===== src/sv/sdc_pkg.sv =====
// ----------------------------------------------------------------------------
// sdc_pkg: shared types and constants of the scaled decimal comparator
// Item layouts, relation codes and datapath widths.
// ----------------------------------------------------------------------------
package sdc_pkg;

   // datapath widths
   localparam int MANT_W         = 96;
   localparam int MAG_W          = 192;
   localparam int SCALE_W        = 5;
   localparam int CMD_W          = 3;
   localparam int MAX_SCALE_DEF  = 28;

   // relation codes
   localparam logic [CMD_W-1:0] CMD_LT     = 3'd0;
   localparam logic [CMD_W-1:0] CMD_LE     = 3'd1;
   localparam logic [CMD_W-1:0] CMD_GT     = 3'd2;
   localparam logic [CMD_W-1:0] CMD_GE     = 3'd3;
   localparam logic [CMD_W-1:0] CMD_EQ     = 3'd4;
   localparam logic [CMD_W-1:0] CMD_NE     = 3'd5;
   localparam logic [CMD_W-1:0] CMD_ABS_GE = 3'd6;

   // one input item
   typedef struct packed {
      logic [CMD_W-1:0]   cmd;
      logic [63:0]        a_mant_lo;
      logic [31:0]        a_mant_hi;
      logic [SCALE_W-1:0] a_scale;
      logic               a_negative;
      logic [63:0]        b_mant_lo;
      logic [31:0]        b_mant_hi;
      logic [SCALE_W-1:0] b_scale;
      logic               b_negative;
   } req_type;

   // one result item
   typedef struct packed {
      logic holds;
   } rsp_type;

endpackage


===== src/sv/sdc_req_if.sv =====
// ----------------------------------------------------------------------------
// sdc_req_if: request channel of the scaled decimal comparator
// Valid/ready handshake carrying one comparison item.
// ----------------------------------------------------------------------------
interface sdc_req_if;
   import sdc_pkg::*;

   logic    valid;
   logic    ready;
   req_type data;

   modport source (output valid, output data, input ready);
   modport sink   (input valid, input data, output ready);
endinterface


===== src/sv/sdc_rsp_if.sv =====
// ----------------------------------------------------------------------------
// sdc_rsp_if: response channel of the scaled decimal comparator
// Valid/ready handshake carrying one truth bit.
// ----------------------------------------------------------------------------
interface sdc_rsp_if;
   import sdc_pkg::*;

   logic    valid;
   logic    ready;
   rsp_type data;

   modport source (output valid, output data, input ready);
   modport sink   (input valid, input data, output ready);
endinterface


===== src/sv/scaled_decimal_compare.sv =====
// ----------------------------------------------------------------------------
// scaled_decimal_compare: signed decimal comparator with scale alignment
// Aligns two 96-bit decimal mantissas by repeated multiply-by-ten, then
// evaluates the requested relation as a signed magnitude compare (magnitude only for CMD_ABS_GE).
// ----------------------------------------------------------------------------
// Usage:
//   req_ch carries one comparison item (relation code, two mantissas, scales
//   and signs); rsp_ch returns one item with the truth bit holds for each.
//   A scale above MAX_SCALE is treated as MAX_SCALE; +0 and -0 are equal;
//   relation code 7 gives holds = 0.
// Timing:
//   one item is accepted, then the operand with the smaller scale goes
//   through a single shared 192-bit times-ten adder once per cycle, d times
//   where d is the scale difference (scaling state), followed by the 192-bit
//   compare in the compare state, which loads the result into the output
//   register. req_ch.ready is low from acceptance until the result is
//   loaded into the output register.
// Reset and stalls:
//   synchronous reset empties the block and the output register. While
//   rsp_ch.ready is low the result waits in the output register and a new
//   item is still taken and worked on; it then waits in the compare step
//   until the output register is free.
// ----------------------------------------------------------------------------
module scaled_decimal_compare #(
   parameter int MAX_SCALE = sdc_pkg::MAX_SCALE_DEF
) (
   input logic       clock,
   input logic       reset,
   sdc_req_if.sink   req_ch,
   sdc_rsp_if.source rsp_ch
);
   import sdc_pkg::*;

   localparam int                 CNT_W       = (MAX_SCALE < 2) ? 1 : $clog2(MAX_SCALE + 1);
   localparam logic [SCALE_W-1:0] MAX_SCALE_L = SCALE_W'(MAX_SCALE);

   localparam logic [1:0] ST_IDLE  = 2'd0;
   localparam logic [1:0] ST_SCALE = 2'd1;
   localparam logic [1:0] ST_CMP   = 2'd2;

   logic [1:0]        state_ff, state_in;
   logic              rsp_valid_ff, rsp_valid_in;
   logic              holds_ff, holds_in;
   logic [MAG_W-1:0]  ma_ff, ma_in;
   logic [MAG_W-1:0]  mb_ff, mb_in;
   logic [CNT_W-1:0]  cnt_ff, cnt_in;
   logic              mul_a_ff, mul_a_in;
   logic              na_ff, na_in;
   logic              nb_ff, nb_in;
   logic [CMD_W-1:0]  cmd_ff, cmd_in;

   logic               req_acc;
   logic               out_free;
   logic [SCALE_W-1:0] sa_sat, sb_sat, sdiff;
   logic [MANT_W-1:0]  a_mant, b_mant;
   logic [MAG_W-1:0]   unit_src, unit_res;
   logic               mag_gt, mag_eq, sgn_lt, sgn_eq, sgn_gt;

   assign req_acc  = req_ch.valid && req_ch.ready;
   assign out_free = !rsp_valid_ff || rsp_ch.ready;

   // scale saturation and alignment distance
   always_comb begin
      sa_sat = (req_ch.data.a_scale > MAX_SCALE_L) ? MAX_SCALE_L : req_ch.data.a_scale;
      sb_sat = (req_ch.data.b_scale > MAX_SCALE_L) ? MAX_SCALE_L : req_ch.data.b_scale;
      sdiff  = (sa_sat < sb_sat) ? (sb_sat - sa_sat) : (sa_sat - sb_sat);
      a_mant = {req_ch.data.a_mant_hi, req_ch.data.a_mant_lo};
      b_mant = {req_ch.data.b_mant_hi, req_ch.data.b_mant_lo};
   end

   // shared times-ten unit: x*8 + x*2
   assign unit_src = mul_a_ff ? ma_ff : mb_ff;
   assign unit_res = {unit_src[MAG_W-4:0], 3'b000} + {unit_src[MAG_W-2:0], 1'b0};

   // magnitude and signed compare
   always_comb begin
      mag_gt = ma_ff > mb_ff;
      mag_eq = ma_ff == mb_ff;
      if (na_ff != nb_ff) begin
         sgn_lt = na_ff;
         sgn_gt = nb_ff;
         sgn_eq = 1'b0;
      end else begin
         sgn_eq = mag_eq;
         sgn_gt = na_ff ? (!mag_gt && !mag_eq) : mag_gt;
         sgn_lt = !sgn_gt && !mag_eq;
      end
   end

   // relation select
   always_comb begin
      case (cmd_ff)
         CMD_LT:     holds_in = sgn_lt;
         CMD_LE:     holds_in = sgn_lt || sgn_eq;
         CMD_GT:     holds_in = sgn_gt;
         CMD_GE:     holds_in = sgn_gt || sgn_eq;
         CMD_EQ:     holds_in = sgn_eq;
         CMD_NE:     holds_in = !sgn_eq;
         CMD_ABS_GE: holds_in = mag_gt || mag_eq;
         default:    holds_in = 1'b0;
      endcase
   end

   // sequencer
   always_comb begin
      state_in     = state_ff;
      rsp_valid_in = rsp_valid_ff && !rsp_ch.ready;
      ma_in        = ma_ff;
      mb_in        = mb_ff;
      cnt_in       = cnt_ff;
      mul_a_in     = mul_a_ff;
      na_in        = na_ff;
      nb_in        = nb_ff;
      cmd_in       = cmd_ff;
      case (state_ff)
         ST_IDLE: begin
            if (req_acc) begin
               ma_in    = {{(MAG_W-MANT_W){1'b0}}, a_mant};
               mb_in    = {{(MAG_W-MANT_W){1'b0}}, b_mant};
               cnt_in   = CNT_W'(sdiff);
               mul_a_in = sa_sat < sb_sat;
               na_in    = req_ch.data.a_negative && (a_mant != '0);
               nb_in    = req_ch.data.b_negative && (b_mant != '0);
               cmd_in   = req_ch.data.cmd;
               state_in = (sdiff != '0) ? ST_SCALE : ST_CMP;
            end
         end
         ST_SCALE: begin
            if (mul_a_ff) begin
               ma_in = unit_res;
            end else begin
               mb_in = unit_res;
            end
            cnt_in = cnt_ff - CNT_W'(1);
            if (cnt_ff == CNT_W'(1)) begin
               state_in = ST_CMP;
            end
         end
         ST_CMP: begin
            if (out_free) begin
               rsp_valid_in = 1'b1;
               state_in     = ST_IDLE;
            end
         end
         default: begin
            state_in = ST_IDLE;
         end
      endcase
   end

   // control registers
   always_ff @(posedge clock) begin
      if (reset) begin
         state_ff     <= ST_IDLE;
         rsp_valid_ff <= 1'b0;
      end else begin
         state_ff     <= state_in;
         rsp_valid_ff <= rsp_valid_in;
      end
   end

   // datapath registers
   always_ff @(posedge clock) begin
      ma_ff    <= ma_in;
      mb_ff    <= mb_in;
      cnt_ff   <= cnt_in;
      mul_a_ff <= mul_a_in;
      na_ff    <= na_in;
      nb_ff    <= nb_in;
      cmd_ff   <= cmd_in;
      if (state_ff == ST_CMP && out_free) begin
         holds_ff <= holds_in;
      end
   end

   assign req_ch.ready      = (state_ff == ST_IDLE);
   assign rsp_ch.valid      = rsp_valid_ff;
   assign rsp_ch.data.holds = holds_ff;

   // checks
   a_busy_after_accept: assert property (@(posedge clock) disable iff (reset)
      req_acc |=> state_ff != ST_IDLE)
      else $error("block idle right after taking an item");

   a_scale_count_live: assert property (@(posedge clock) disable iff (reset)
      state_ff == ST_SCALE |-> cnt_ff != '0)
      else $error("scaling step with an exhausted count");

   a_result_loaded: assert property (@(posedge clock) disable iff (reset)
      (state_ff == ST_CMP && out_free) |=> rsp_valid_ff && state_ff == ST_IDLE)
      else $error("compare step did not deliver its item");

   a_zero_is_positive: assert property (@(posedge clock) disable iff (reset)
      (state_ff != ST_IDLE && na_ff) |-> ma_ff != '0)
      else $error("negative sign kept on a zero mantissa");
endmodule

===== src/flat_wrapper.sv =====
// flat-port wrapper written by rule: the top's interface ports become plain ports
module scaled_decimal_compare_flat import sdc_pkg::*;
#(
   parameter int MAX_SCALE = sdc_pkg::MAX_SCALE_DEF
)
  (clock, reset, req_ch_valid, req_ch_data, req_ch_ready, rsp_ch_valid, rsp_ch_data, rsp_ch_ready);
  sdc_req_if req_ch_i ();
  sdc_rsp_if rsp_ch_i ();
  input logic clock;
  input logic reset;
  input wire logic [$bits(req_ch_i.valid)-1:0] req_ch_valid;
  input wire logic [$bits(req_ch_i.data)-1:0] req_ch_data;
  output wire logic [$bits(req_ch_i.ready)-1:0] req_ch_ready;
  output wire logic [$bits(rsp_ch_i.valid)-1:0] rsp_ch_valid;
  output wire logic [$bits(rsp_ch_i.data)-1:0] rsp_ch_data;
  input wire logic [$bits(rsp_ch_i.ready)-1:0] rsp_ch_ready;
  assign req_ch_i.valid = req_ch_valid;
  assign req_ch_i.data = req_ch_data;
  assign req_ch_ready = req_ch_i.ready;
  assign rsp_ch_valid = rsp_ch_i.valid;
  assign rsp_ch_data = rsp_ch_i.data;
  assign rsp_ch_i.ready = rsp_ch_ready;
  scaled_decimal_compare #(.MAX_SCALE(MAX_SCALE)) u_core (.clock(clock), .reset(reset), .req_ch(req_ch_i), .rsp_ch(rsp_ch_i));
endmodule

===== config.mk =====
export PLATFORM = sky130hd
export DESIGN_NAME = scaled_decimal_compare_flat
export DESIGN_NICKNAME = d
export VERILOG_FILES = /design/src/sv/sdc_pkg.sv /design/src/sv/sdc_req_if.sv /design/src/sv/sdc_rsp_if.sv /design/src/sv/scaled_decimal_compare.sv /design/src/flat_wrapper.sv
export SDC_FILE = /design/constraint.sdc
export NUM_CORES = 2
export LEC_CHECK = 0
export BUFFER_PORTS_ARGS = -buffer_cell sky130_fd_sc_hd__buf_4
export CORE_MARGIN = 10
export CORE_UTILIZATION = 64
export DETAILED_ROUTE_END_ITERATION = 10
export GPL_TIMING_DRIVEN = 0
export PLACE_DENSITY = 0.85
export REMOVE_ABC_BUFFERS = 1
export SYNTH_ARGS = -nofsm -noshare
export SYNTH_HDL_FRONTEND = slang
export SYNTH_SLANG_ARGS = --single-unit
export TNS_END_PERCENT = 1

===== constraint.sdc =====
create_clock -name clock -period 31.2 [get_ports clock]
set_clock_uncertainty 0.2 [all_clocks]
set_input_delay 6.24 -clock clock [delete_from_list [all_inputs] [get_ports clock]]
set_output_delay 6.24 -clock clock [all_outputs]
set_load 0.005 [all_outputs]

Yosys cells after proc, flatten, opt, wreduce, memory -nomap -nowiden

Cells that the tools add are included.
Widths: inputs -> output; s select.

Output and inout bits: 3
Flip-flop bits (word level): 399
Logic and storage cells: 86
Input bits: 211

Eq/ne operators: 16
$lt $le $gt $ge: 4
Reductions and logical operators: 28
Multiplexer cells: 24
$add $sub $neg: 4

Operators with widths:

| kind               | count |
|---|---|
| $mux 192           | 4 |
| $pmux 192 s2       | 2 |
| $add 192x192->192  | 1 |
| $eq 192x192->1     | 1 |
| $gt 192x192->1     | 1 |
| $reduce_bool 96->1 | 2 |
| $mux 191           | 1 |
| $mux 5             | 4 |
| $gt 5x5->1 const B | 2 |
| $pmux 5 s2         | 1 |
| $sub 5x5->5        | 2 |
| $eq 3x3->1 const B | 3 |
| $reduce_and 3->1   | 3 |
| $mux 2             | 4 |
| $logic_and 1x1->1  | 7 |
| $pmux 1 s7         | 1 |
| $eq 3x2->1 const B | 2 |
| $logic_not 1->1    | 6 |
| $mux 1             | 6 |
| $ne 2x1->1 const B | 3 |
| $pmux 2 s3         | 1 |
| $eq 5x1->1 const B | 1 |
| $lt 5x5->1         | 1 |
| $reduce_bool 5->1  | 1 |
| 11 further kinds   | 16 |

Depth between registers and ports, before layout

Depth after elaboration: 9
Depth in mapped cells: 21

Worst setup path before layout

OpenSTA, ideal clock, no wires.

Path type: input-to-reg
Start: input port req_ch_valid
End: register u_core.mb_ff[0], enable pin
Arrival time: 20280 ps
Buffers on the path: 0
Required time: 29973 ps
Setup time: 1027 ps
Stages: 2
Path slack: 9693 ps
Cell sequence: nor2_1 a211oi_1

Longest elaborated chain between the ends: 3

Ends and longest elaborated chain:

| item                              | RTL line                      | source |
|---|---|---|
| start: declaration                | flat_wrapper.sv:11            | `input wire logic [$bits(req_ch_i.valid)-1:0] req_ch_valid;` |
| $logic_and 1x1->1                 | scaled_decimal_compare.sv:59  | `assign req_acc = req_ch.valid && req_ch.ready;` |
| $ne 2x2->1 (no source line)       | -                             |  |
| $reduce_and 3->1 (no source line) | -                             |  |
| end signal: assignment            | scaled_decimal_compare.sv:165 | `mb_ff <= mb_in;` |
| end: declaration                  | scaled_decimal_compare.sv:45  | `logic [MAG_W-1:0] mb_ff, mb_in;` |

Every way passes these cells.
A chain may end at the register's enable or synchronous reset.

Worst setup path in the final report

Start: input port req_ch_data[36]
End: register u_core.nb_ff, data pin

Longest elaborated chain between the ends: 2

Ends and longest elaborated chain:

| item                   | RTL line                      | source |
|---|---|---|
| start: declaration     | flat_wrapper.sv:12            | `input wire logic [$bits(req_ch_i.data)-1:0] req_ch_data;` |
| $reduce_bool 96->1     | scaled_decimal_compare.sv:123 | `nb_in = req_ch.data.b_negative && (b_mant != '0);` |
| $logic_and 1x1->1      | scaled_decimal_compare.sv:123 |  |
| end signal: assignment | scaled_decimal_compare.sv:169 | `nb_ff <= nb_in;` |
| end: declaration       | scaled_decimal_compare.sv:49  | `logic nb_ff, nb_in;` |

Every way passes these cells.

==> metrics.cfg <==
[floorplanning]
floorplan.rows = 86
design.die.area_mm2 = 0.06497
die_w_um = 254.9
core-area_mm2 = 0.05488
die_height_um = 254.9
io-pin-count = 214
initial_core_util = 0.6435

[route]
route.detailed.drc = 0
ant_nets = 0
drt-wirelength-per-cell_um = 21.49
drtPass1Iterations = 8
drt_first_iter_violations = 3639
dr_total_vias = 33610
avgViaCountPerCell = 6.479
final_wirelength_mm = 111.5

[clock_tree]
clock_tree_from_tritoncts = built
cts_repair_resize_count = 0
post-cts-setup-buffer-count = 0
max-clock-path-buffers = 3
cts_num_sinks = 399
htree_num_levels = 2
clk_pin_slew_ns = 0.06
cts.hold.buffers_added = 0
worst_skew_pair.late_latency_ns = 0.62
cts_root_buffer = clkbuf_16
cts_made_buffers = 46

[run_status]
status = complete, but fails checks
failing_checks = capacitance limit, slew limit

[timing]
grt_setup_unrepaired = false
max_clock_freq_ghz = 0.1139
timing_hold_violations_final = 0
final-max-slew-violation-count = 2
setup_viol_count_final = 0
tightestPinTransition_ns = 1.603
clock_period_minus_final_worst_setup_slack_ns = 8.782
worst_slack_ns = 22.42
relSlewSlack = -0.07866
min_period_over_period = 0.2815

[global_routing]
grt-ovfl-total = 0
grt_max_degree = 105
grt_pass1_vias = 32290
grt_usage = 0.3366
number_of_antenna_violations_at_the_first_check_in_global_routing = 0
grt_pass1_wl_mm = 173.3

[logic_synthesis]
post_synth.cell_area_avg_um2 = 8.105
ys.flop_type = edfxtp_1
postSynthRegisterBits = 399
synth-warning-count = 0
synth_sequential_area_ratio = 0.3385
synth-edff-count = 396
postSynthCellCount = 4357
ys_async_sr_fraction = 0
post_synth_instance_area_mm2 = 0.03531
synth.distinct_cells = 76

[worst_setup_path]
worstSetupPathType = in -> reg
cp_num_buf_inv = 1
critical_path.endpoint_type = flip-flop
critPathMaxFanout = 2
crit_slowest_cell = nor4_1
worst_path_largest_cell_delay_ns = 0.99
list_of_cells_traversed_by_the_critical_path = buf_4 -> nor4_1 -> nand4_1 -> or4_1 -> o31a_1
path_delay_family = simple AND/OR/NAND/NOR gates
critPathLaunchType = primary input
cp.required_ns = 31.34
rrSetupSlack_ns = 23.60
crit_arrival_ns = 8.92

[placed_design]
post-dp-hpwl_mm = 89.17
globalplace.congestion = 1.035
place_ws_ns = 21.89
buffer_ports.inserted = 213

[job]
max-cap-violations = 1

[final_layout]
drive_above_1_share = 0.07763
final_nets = 5056
fillCellCount = 4229
area_growth_pct = 11.00
antenna_cells = 0
post-route-util = 0.7143

[power]
leakage_nw = 17.41
cellPowerDensity_mw_per_mm2 = 87.71
power.total_mw = 3.438
vdd.ir_drop.worst_v = 0.00006338

[hold_path]
hold_path.class = reg -> reg

==> flip-flops by register name (all words and copies together), names as in the netlist <==
| register | cells |
|---|---|
| u_core.ma_ff | 192 |
| u_core.mb_ff | 192 |
| u_core.cnt_ff | 5 |
| u_core.cmd_ff | 3 |
| u_core.state_ff | 2 |
| u_core.mul_a_ff | 1 |
| u_core.na_ff | 1 |
| u_core.nb_ff | 1 |
| u_core.rsp_ch.data | 1 |
| u_core.rsp_ch.valid | 1 |
==> layout make-up <==
type                    instances  area (µm²)  share of cell area
multi-input cells            3480       21580              0.5505
flip-flops and latches        399       11950              0.3049
repair buffers                246        2347             0.05988
clock buffers                  56        1189             0.03033
inverters                     278        1044             0.02662
well taps                     704       880.8             0.02247
clock inverters                24       207.7            0.005299
==> through the flow <==
stage | hold slack (ns) | TNS (ns) | area (µm²) | std cells
floorplan | 0.2817 | 0 | 34540 | 4157
global placement | 0.2914 | -5187.65 | 37020 | 5074
detailed placement | 0.3369 | 0 | 37800 | 5107
CTS | 0.3481 | 0 | 39200 | 5187
global route | 0.3947 | 0 | 39200 | 5187
finish | 0.3554 | 0 | 39200 | 5187
==> worst reg2reg max path: cells and delay by family (launching register included) <==
kind / cells / cell delay, ns
AOI/OAI and AO/OA: 10 / 4.37
xor gates and xnor gates: 1 / 0.18
adders and majority gates: 1 / 0.39
buffers and inverters: 2 / 0.54
DFF: 1 / 0.78
and+or+nand+nor: 3 / 0.87
==> cell usage after synthesis, types with 16 or more instances <==
cell,instances,share of area
a21oi_1,386,0.055
nor2b_1,27,0.0048
or3_1,22,0.0039
xor2_1,60,0.015
a211oi_1,22,0.0047
a31oi_1,27,0.0048
nor4_1,70,0.012
inv_1,278,0.030
nand4_1,172,0.030
o31ai_1,17,0.0036
or2_2,16,0.0028
a21o_1,185,0.039
ha_1,391,0.14
xnor2_1,116,0.029
nor3_1,56,0.0079
edfxtp_1,396,0.34
nor2_1,291,0.031
nand2b_1,27,0.0048
nand2_1,851,0.090
clkbuf_1,179,0.019
o21bai_1,62,0.013
o21a_1,48,0.010
and3_1,19,0.0034
o21ai_0,405,0.057
nand3_1,40,0.0057
==> layer usage <==
layer | vias up | track usage | part of all wire
li1 | 15950 | - | -
met1 | 15620 | 0.4339 | 0.40
met2 | 1727 | 0.5478 | 0.45
met3 | 310 | 0.05249 | 0.093
met4 | 0 | 0.1607 | 0.053
met5 | - | 0 | 0
==> path summary, 6_finish.rpt <==
path,from,to,cells past startpoint
worst max-delay path,req_ch_data[36],u_core.nb_ff$_DFFE_PP_,5
worst min-delay path,u_core.rsp_ch.valid$_SDFF_PP0_,u_core.rsp_ch.valid$_SDFF_PP0_,2
worst max register to register,u_core.mul_a_ff$_DFFE_PP_,u_core.ma_ff[186]$_SDFFCE_PN0P_,17
worst min register to register,u_core.rsp_ch.valid$_SDFF_PP0_,u_core.rsp_ch.valid$_SDFF_PP0_,2
==> report_power, final <==
part           total, mW  switching (mW)  internal (mW)
logic               2.06            1.33          0.730
registers          0.860          0.0586          0.802
clock network      0.521           0.227          0.295
total               3.44            1.61           1.83
==> cells by family after synthesis <==
logic type      Yosys count  synth area share
simple gates           1631            0.2067
compound gates         1267            0.2160
buf+inv                 478           0.05148
flops                   399            0.3385
fa+ha+maj               394            0.1402
xor+xnor                176           0.04365
mux                      12          0.003437
==> cell usage in the layout, fill, tap and decap left out, types with 27 or more instances in the layout <==
cell / synthesis / layout
nor4_1: 70 / 70
nand4_1: 172 / 172
nand3_1: 40 / 40
o21ai_0: 405 / 405
inv_1: 278 / 278
edfxtp_1: 396 / 396
a21oi_1: 386 / 386
xnor2_1: 116 / 116
a31oi_1: 27 / 27
clkbuf_16: 0 / 46
a21o_1: 185 / 184
buf_4: 1 / 213
ha_1: 391 / 391
o21bai_1: 62 / 62
nor3_1: 56 / 56
o21a_1: 48 / 48
xor2_1: 60 / 60
nand2_1: 851 / 851
nor2_1: 291 / 291
(Power assumes the default switching activity.)
